$ cat src/sv/rmft_pkg.sv
package rmft_pkg;

    localparam int DEFAULT_TABLE_DEPTH = 128;
    localparam int IP_W     = 10;
    localparam int STATUS_W = 3;
    localparam int IDX_W    = 7;
    localparam int COUNT_W  = 32;
    localparam int SW_W     = 4;

    localparam logic [2:0]  OWN_SWITCH_RESET = 3'd1;
    localparam logic [9:0]  IP_LIMIT_RESET   = 10'd1000;

    localparam logic [0:0]  REG_OWN_SWITCH = 1'b0;
    localparam logic [0:0]  REG_IP_LIMIT   = 1'b1;

    localparam logic [0:0]  OP_LOOKUP = 1'b0;
    localparam logic [0:0]  OP_ADD    = 1'b1;

    localparam logic [0:0]  ACT_FORWARD = 1'b0;
    localparam logic [1:0]  PORT_LOWER  = 2'd1;
    localparam logic [1:0]  PORT_UPPER  = 2'd2;
    localparam logic [1:0]  PORT_LOCAL  = 2'd3;

    typedef enum logic [2:0] {
        ST_ADDED    = 3'd0,
        ST_BAD_SRC  = 3'd1,
        ST_BAD_DST  = 3'd2,
        ST_FULL     = 3'd3,
        ST_COUNTED  = 3'd4,
        ST_RELAYED  = 3'd5,
        ST_MISS     = 3'd6,
        ST_FILTERED = 3'd7
    } t_status;

    // Classified request handed from the front end to the table engine.
    typedef struct packed {
        logic            is_add;
        logic            check_src;
        logic [IP_W-1:0] src_ip;
        logic [IP_W-1:0] dest_ip;
        logic [IP_W-1:0] src_low;
        logic [IP_W-1:0] src_high;
        logic [IP_W-1:0] dst_low;
        logic [IP_W-1:0] dst_high;
        logic            action;
        logic [1:0]      port;
        logic [7:0]      init_count;
        t_status         bad_status;
        logic            bad;
    } t_req;

    typedef struct packed {
        t_status              status;
        logic [IDX_W-1:0]     rule_index;
        logic [COUNT_W-1:0]   packet_count;
        logic [1:0]           relay_port;
        logic [SW_W-1:0]      relay_switch;
    } t_res;

endpackage

$ cat src/sv/rmft_front.sv
module rmft_front
    import rmft_pkg::*;
(
    input  logic            i_clk,
    input  logic            i_rst_n,
    input  logic            i_push,
    output logic            o_full,
    input  logic            i_op,
    input  logic            i_from_neighbour,
    input  logic [IP_W-1:0] i_src_ip,
    input  logic [IP_W-1:0] i_dest_ip,
    input  logic [IP_W-1:0] i_rule_src_low,
    input  logic [IP_W-1:0] i_rule_src_high,
    input  logic [IP_W-1:0] i_rule_dst_low,
    input  logic [IP_W-1:0] i_rule_dst_high,
    input  logic            i_rule_action,
    input  logic [1:0]      i_rule_port,
    input  logic [7:0]      i_initial_count,
    input  logic [IP_W-1:0] i_ip_limit,
    output logic            o_req_valid,
    output t_req            o_req,
    input  logic            i_req_take
);

    // Two-entry queue between classification and the table engine.
    t_req       r_q [2];
    logic       r_wp, r_rp;
    logic [1:0] r_cnt;
    t_req       n_req;
    logic       w_push;

    always_comb begin
        n_req            = '0;
        n_req.is_add     = (i_op == OP_ADD);
        n_req.check_src  = !i_from_neighbour;
        n_req.src_ip     = i_src_ip;
        n_req.dest_ip    = i_dest_ip;
        n_req.src_low    = i_rule_src_low;
        n_req.src_high   = i_rule_src_high;
        n_req.dst_low    = i_rule_dst_low;
        n_req.dst_high   = i_rule_dst_high;
        n_req.action     = i_rule_action;
        n_req.port       = i_rule_port;
        n_req.init_count = i_initial_count;
        n_req.bad_status = ST_ADDED;
        if (i_rule_src_low > i_rule_src_high || i_rule_src_high > i_ip_limit) begin
            n_req.bad        = 1'b1;
            n_req.bad_status = ST_BAD_SRC;
        end else if (i_rule_dst_low > i_rule_dst_high || i_rule_dst_high > i_ip_limit) begin
            n_req.bad        = 1'b1;
            n_req.bad_status = ST_BAD_DST;
        end
    end

    assign o_full      = (r_cnt == 2'd2);
    assign w_push      = i_push && !o_full;
    assign o_req_valid = (r_cnt != 2'd0);
    assign o_req       = r_q[r_rp];

    always_ff @(posedge i_clk) begin
        if (w_push) begin
            r_q[r_wp] <= n_req;
        end
        if (!i_rst_n) begin
            r_wp  <= 1'b0;
            r_rp  <= 1'b0;
            r_cnt <= 2'd0;
        end else begin
            if (w_push) begin
                r_wp <= !r_wp;
            end
            if (i_req_take) begin
                r_rp <= !r_rp;
            end
            r_cnt <= r_cnt + {1'b0, w_push} - {1'b0, i_req_take};
        end
    end

endmodule

$ cat config.mk
export PLATFORM = sky130hd
export DESIGN_NAME = rmft_front
export DESIGN_NICKNAME = d
export VERILOG_FILES = /design/src/sv/rmft_pkg.sv /design/src/sv/rmft_front.sv
export SDC_FILE = /design/constraint.sdc
export NUM_CORES = 1
export LEC_CHECK = 0
export ABC_AREA = 0
export BUFFER_PORTS_ARGS = -buffer_cell sky130_fd_sc_hd__buf_2
export CAP_MARGIN = 10
export CORE_MARGIN = 2
export CORE_UTILIZATION = 50
export CTS_CLUSTER_SIZE = 25
export DETAILED_ROUTE_END_ITERATION = 12
export PLACE_DENSITY = 0.76
export SLEW_MARGIN = 10
export SYNTH_ARGS = -nofsm -noshare
export SYNTH_HDL_FRONTEND = slang
export SYNTH_SLANG_ARGS = --single-unit
$ cat constraint.sdc
create_clock -name i_clk -period 12.9 [get_ports i_clk]
set_input_delay 2.58 -clock i_clk [delete_from_list [all_inputs] [get_ports i_clk]]
set_output_delay 2.58 -clock i_clk [all_outputs]
set_load 0.01 [all_outputs]
Word-level counts from Yosys, hierarchy flattened
Memories as Yosys holds them, arrays and structs flattened. A register that Yosys moved wholly into a read port is not among the register bits.
Index checks and enable logic that the tools add are counted.
{ "totals": {"reg_bits": 4, "ram_bits": 154, "in_bits": 87, "output_inout_bits": 79, "elab_cells": 25, "mem_count": 1} }
{ "mem_list": {"columns": ["name", "depth", "word_bits", "read_ports", "rd_ports_with_merged_regs", "wr", "line_no", "rtl"], "rows": [
  ["r_q", 2, 77, 1, 1, 1, "rmft_front.sv:26", "t_req r_q [2];"]
]} }
{ "classes": {"add_sub_neg": 2, "magnitude_cmp": 4, "n_eq_ne": 1, "muxes": 6, "reduce_logical": 8} }
{ "ops": {"columns": ["op", "n"], "rows": [
  ["$gt A10 B10 Y1", 4],
  ["$logic_not A1 Y1", 4],
  ["$mux W1", 4],
  ["$mux W4", 1],
  ["$mux W3", 1],
  ["$add A2 B1 Y2", 1],
  ["$eq A2 B2 Y1 const B", 1],
  ["$logic_or A1 B1 Y1", 2],
  ["$reduce_bool A2 Y1", 1],
  ["$sub A2 B1 Y2", 1],
  ["$logic_and A1 B1 Y1", 1]
]} }

Longest topological paths before layout
Gate-level depths: netlist of run 1.
{ "logic_depth": {"word_depth": 5, "ltp_mapped": 8, "ltp_nobuf": 8} }

Worst setup path after synthesis of run 1
Ideal clock, no wire load.
{ "synth_timing": {"path_kind": "input port to flip-flop", "startpoint": "input port i_push", "endpoint": "memory r_q[0][0] (netlist bit) (enable)", "setup_ns": 0.512, "t_arrival_ns": 5.853, "required_time_ns": 12.388, "path_slack_ns": 6.535, "cell_stages": 2, "path_buffers": 0, "cell_sequence": "nand2_1 > nor2_1"} }
{ "synth_between": {"elab_chain_cells": 3} }
{ "synth_rtl": {"columns": ["element", "line_no", "rtl"], "rows": [
  ["start: declaration", "rmft_front.sv:6", "input logic i_push,"],
  ["$logic_and A1 B1 Y1", "rmft_front.sv:56", "assign w_push = i_push && !o_full;"],
  ["$mux W1", "rmft_front.sv:61", "if (w_push) begin"],
  ["$mux W1 (not written as such)", "rmft_front.sv:62", "r_q[r_wp] <= n_req;"],
  ["end: declaration", "rmft_front.sv:26", null]
]} }
Every way passes these cells.

==> run metrics, run 1 <==
number of gates resized after cts 0; Post-synth EDFFs ~150; Max Root-Sink Buffers 2; I/O pins between 150 and 200; total gr overflow 0; CP arrival 2.08 ns; worst path required time ~10 ns; Pint just over 1 mW; Seq pwr share 48.5%; Post-Route WL about 13,000 µm; Net Sw Frac 24.3%; diode count 0; number of antenna violations at the first check in global routing 0; Pleak 3.42 nW; Routed wire per std cell 17.1 µm; R2R cell count 4; CP cell instances mux2_2 -> buf_2; Clock Latency Late Sink roughly 0.41 ns; endpoints failing setup 0; vias in the first global route about 4,200; post-synthesis async set-or-reset flop share 0%; initial DRC count about 250; Crit Path Max Fanout 76; Setup WS post-layout 8.24 ns; Sw Pwr between 300 and 400 µW; total CTS buffers 17; drt drc 0; placed wire-length estimate roughly 8500 µm; max incr delay on CP 1.05 ns; post-route ant nets 0; detailed-route via count between 3,000 and 4,000; worst min-delay path category reg -> reg; All-Layer GR Usage between 10% and 20%; H-tree depth 4; critical path class reg -> out; root buf cell clkbuf_16; Core Util, Final about 63%; largest net degree at the start of global routing 78; Slew Limit Fails 0; fin crit share a little over a third; reg-to-reg critical path startpoint r_cnt[0]; Netlist cell types 33; setup TNS 0 ns; Synth Instances just under 400; worst slew pin tran between 1 and 1.5 ns; Power per Cell Area between 150 and 200 nW/µm²; Fin. Hold Viols 0; Starting Density about 51%; Placer Congestion between 0.7 and 0.8; Yosys reg bits 157; clk_skew roughly 0.0078 ns; Slew headroom between 20% and 30%; outcome finished clean; Max IR drop VDD around 0.15 mV; syn_nets between 500 and 600; sequential share of the synthesized area between 60 and 70%; DP Worst Slack between 8 and 9 ns; Post-DP Area 7750 µm²; reg2reg setup slack around 11 ns; Die H roughly 120 µm; # Post-CTS Setup Buffers 0; area grow syn2layout 23.6%; input/output buffers ~160; Startpoint Class flop; post-DR vias/cell 5.12; Crit. End Element output port; Core Area 13,200 µm²; synthesized area 6730 µm²; Comb pwr share between 10% and 20%; Core Rows between 40 and 50; RSZ-0062 raised after global routing false; CTS tree done; Final min period ~4.7 ns; drt pass-1 iters 4; Die Footprint around 14,000 µm²; ys flop type edfxtp_1; clk sink count about 160; synth warn 0; post-route cell area 8320 µm²; ratio of cells with drive above 1 in the final layout between 40% and 50%; filler cell count about 980; Net count, final 701; Die Span X 120 µm; clock share of power about a third; Max Clock Freq between 200 and 250 MHz; Worst path slowest cell dfxtp_4; FF-to-FF End r_q[0][74]; max-cap viol count 0; # hold bufs at CTS 0; Reg clk slew, reported paths about 0.060 ns; first-pass GRT wire length about 20,000 µm; syn_area_per_cell 16.9 µm²; critical path endpoint o_req[1]
## kinds of logic after synthesis
family,share of synthesized area (%)
AOI/OAI and AO/OA,4.19
DFF,69.4
other,0.0558
and+or+nand+nor,2.55
buffers and inverters,2.92
xor gates and xnor gates,0.391
muxes,12.7
adders and majority gates,7.81
## registers in the layout, indices dropped and copies added, names as in the netlist, named ones only
signal	flops
r_wp	1
r_cnt	2
r_rp	1
r_q	152
## worst max-delay path: cells and delay by family (launching register included)
family	cells	cell delay [ns]
buffers and inverters	1	0.15
DFF	1	1.05
muxes	1	0.46
## final cells by class
class	instances	area, µm²	share of cell area (%)
tap	176	220	2.65
sequential	157	4670	56.1
clock inverter	8	96.3	1.16
multi-input combinational	190	1880	22.6
inverter	41	154	1.85
timing repair buffer	165	828	9.96
clock buffer	24	472	5.67
## per-stage QoR
stage,instances,total power [mW],hold slack (ns)
floorplan,397,0.815,0.542
global route,761,1.44,0.612
detailed placement,729,0.909,0.563
global placement,729,0.899,0.559
CTS,761,1.39,0.588
finish,761,1.37,0.581
## placed cells by master, fill, tap and decap left out, drive strengths merged, types with 3 or more instances in the layout
cell type / netlist / routed
dfxtp: 5 / 5
nand2b: 3 / 3
a221o: 3 / 3
clkinv: 0 / 5
ha: 42 / 42
buf: 8 / 165
inv: 41 / 41
and2: 5 / 5
nand4: 8 / 8
mux2: 76 / 76
a21o: 11 / 11
nand2: 5 / 5
o211ai: 5 / 5
a21oi: 8 / 8
edfxtp: 152 / 152
nor2: 6 / 6
clkbuf: 1 / 24
## cell usage after synthesis (all sizes together), types with 3 or more instances
cell type | n | share of area [%]
nand2 | 5 | 0.28
edfxtp | 152 | 68
buf | 8 | 0.58
nand4 | 8 | 0.74
nand2b | 3 | 0.39
dfxtp | 5 | 1.5
o211ai | 5 | 0.56
mux2 | 76 | 13
ha | 42 | 7.8
inv | 41 | 2.3
a21oi | 8 | 0.60
nor2 | 6 | 0.33
a221o | 3 | 0.45
a21o | 11 | 1.2
and2 | 5 | 0.47
## worst min-delay path by stage
stage	start	endpoint	slack [ns]	cells past startpoint
6_report	r_rp	flop	0.58	2
5_1_grt	r_rp	flop	0.61	2
4_1_cts	r_rp	flop	0.59	2
3_5_place_dp	r_rp	flop	0.56	2
3_3_place_gp	r_rp	flop	0.56	2
2_1_floorplan	r_wp	r_wp	0.54	2
## layer usage
| layer | wire length [µm] | up-vias | GRT usage, % |
|---|---|---|---|
| met1 | 5510 | 1891 | 22.7 |
| met5 | 0 | - | 0 |
| met2 | 6540 | 118 | 32.1 |
| met4 | 211 | 0 | 7.43 |
| li1 | - | 1866 | - |
| met3 | 748 | 20 | 5.18 |
## power by group through the flow
| stage | logic [mW] | registers (mW) | clock network [mW] |
|---|---|---|---|
| floorplan | 0.147 | 0.668 | 0 |
| global placement | 0.226 | 0.673 | 0 |
| detailed placement | 0.231 | 0.678 | 0 |
| CTS | 0.233 | 0.668 | 0.489 |
| global route | 0.252 | 0.674 | 0.510 |
| finish | 0.229 | 0.667 | 0.478 |
Power figures use the tool's default switching activity.
==> run 2: changes to the inputs <==
--- a/config.mk
+++ b/config.mk
@@ -9,7 +9,7 @@
 export BUFFER_PORTS_ARGS = -buffer_cell sky130_fd_sc_hd__buf_2
 export CAP_MARGIN = 10
 export CORE_MARGIN = 2
-export CORE_UTILIZATION = 50
+export CORE_UTILIZATION = 48
 export CTS_CLUSTER_SIZE = 25
 export DETAILED_ROUTE_END_ITERATION = 12
 export PLACE_DENSITY = 0.76
==> constraint.sdc (replaced) <==
create_clock -name i_clk -period 3.9 [get_ports i_clk]
set_input_delay 0.78 -clock i_clk [delete_from_list [all_inputs] [get_ports i_clk]]
set_output_delay 0.78 -clock i_clk [all_outputs]
set_load 0.01 [all_outputs]
==> run 2 against run 1 <==
  * Non-clock buffer count is the same
  * First-iteration DRC count grew 13%
  * Die area grew 4.0%
  * Combinational power grew to 3.3 times the previous value
  * Routed wire length shrank 1.5%
  * Cell count grew 0.53%
  * Critical path type unchanged
==> run metrics, run 2 (synthesis results as in run 1) <==
# Post-CTS Setup Buffers 0; reg2reg setup slack about 1.8 ns; critical path endpoint o_req[1]; ratio of cells with drive above 1 in the final layout 47.2%; leading registers by flop count r_q x152, r_cnt x2; Final Power about 4.5 mW; commonest non-fill, non-tap cell in the layout buf_2; Core Rows between 40 and 50; largest net degree at the start of global routing between 70 and 80; Die Footprint between 10,000 and 15,000 µm²; post-DR vias/cell just over 5; # hold bufs at CTS 0; max incr delay on CP just over 1 ns; Starting Density approximately half; Power per Cell Area 537 nW/µm²; number of antenna violations at the first check in global routing 1; Clock Latency Late Sink around 0.42 ns; RSZ-0062 raised after global routing false; Post-DP Area around 7800 µm²; CP cell instances mux2_2 -> buf_2; reg-to-reg critical path startpoint r_cnt[0]; dpl cells 733; CP arrival roughly 2.1 ns; total gr overflow 0; drt pass-1 iters 5; drt drc 0; Worst path slowest cell dfxtp_4; Max Clock Freq between 300 and 400 MHz; Max Root-Sink Buffers 2; worst slew pin tran approximately 1.1 ns; filler cell count about 1,100; Biggest register r_q; most frequent cells in the layout 164 x buf_2, 152 x edfxtp_1, 76 x mux2_2, 42 x ha_1, 41 x inv_1; clk_skew around 0.0088 ns; Placer Congestion between 0.7 and 0.8; Net count, final ~700; Final min period approximately 2.9 ns; max FFs per register roughly 150; post-route cell area 8300 µm²; Core Area ~14,000 µm²; total CTS buffers 17; number of gates resized after cts 0; critical path class reg -> out; first-pass GRT wire length roughly 19,000 µm; initial DRC count around 280; max-cap viol count 0; Slew Limit Fails 0; Core Util, Final 60.3%; Crit Path Max Fanout 76; worst min-delay path category in -> reg; setup TNS 0 ns; outcome finished clean; Max IR drop VDD 0.387 mV; clk sink count between 150 and 200; detailed-route via count 3,881; min-delay src i_rule_action; fin crit share 73.2%; vias in the first global route ~4,000; placed wire-length estimate slightly below 9000 µm; Routed wire per std cell around 17 µm; R2R cell count 4; Pleak about 3.4 nW; Startpoint Class flop; Crit. End Element output port; H-tree depth 4; diode count 0; worst path required time 3.12 ns; Post-Route WL roughly 13,000 µm; Die H 122 µm; FF-to-FF End r_q[0][17]; Fin. Hold Viols 0; root buf cell clkbuf_16; CTS tree done; endpoints failing setup 0; Slew headroom between 20% and 30%; Reg clk slew, reported paths 0.06 ns; Die Span X approximately 120 µm; post-route ant nets 0; input/output buffers around 160; non-filler cells, final approximately 770; All-Layer GR Usage approximately 18%; I/O pins ~170; area grow syn2layout 23.4%
run 2: worst min-delay path by stage:
| stage | end | slack [ns] | depth (start not counted) |
|---|---|---|---|
| floorplan | flop | 0.55 | 2 |
| global placement | flop | 0.56 | 2 |
| detailed placement | flop | 0.56 | 2 |
| CTS | r_q[0][14] | 0.53 | 1 |
| global route | r_q[0][73] | 0.53 | 1 |
| finish | r_q[0][14] | 0.56 | 1 |
run 2: final cells by class:
class                           instances  area (µm²)  area share, %
Clock buffer                           20         437           5.26
Clock inverter                         12        98.8           1.19
Inverter                               41         154           1.85
Multi-Input combinational cell        190        1880           22.6
Sequential cell                       157        4670           56.2
Tap cell                              180         225           2.71
Timing Repair Buffer                  165         841           10.1
run 2: metrics by stage:
| step | hold WS, ns | setup slack, ns |
|---|---|---|
| floorplan | 0.555 | 0.623 |
| global placement | 0.559 | 1.30 |
| detailed placement | 0.563 | 1.27 |
| CTS | 0.531 | 0.997 |
| global route | 0.532 | 0.963 |
| finish | 0.555 | 1.05 |
run 2: critical path, delay by kind of cell (launching register included):
kind	cells	cell delay, ns
buf+inv	1	0.16
mux	1	0.42
flops	1	1.02
run 2: report_power, final:
| part | switching (mW) | internal [mW] | total [mW] |
|---|---|---|---|
| clock | 0.623 | 0.870 | 1.49 |
| combinational | 0.416 | 0.349 | 0.765 |
| sequential | 0.0796 | 2.12 | 2.20 |
run 2: per-layer routing:
layer  track usage (%)  routed length (µm)
met5                 0                   0
met4              7.11                 181
met1              20.9                5450
met3              5.11                 816
met2              29.8                6370
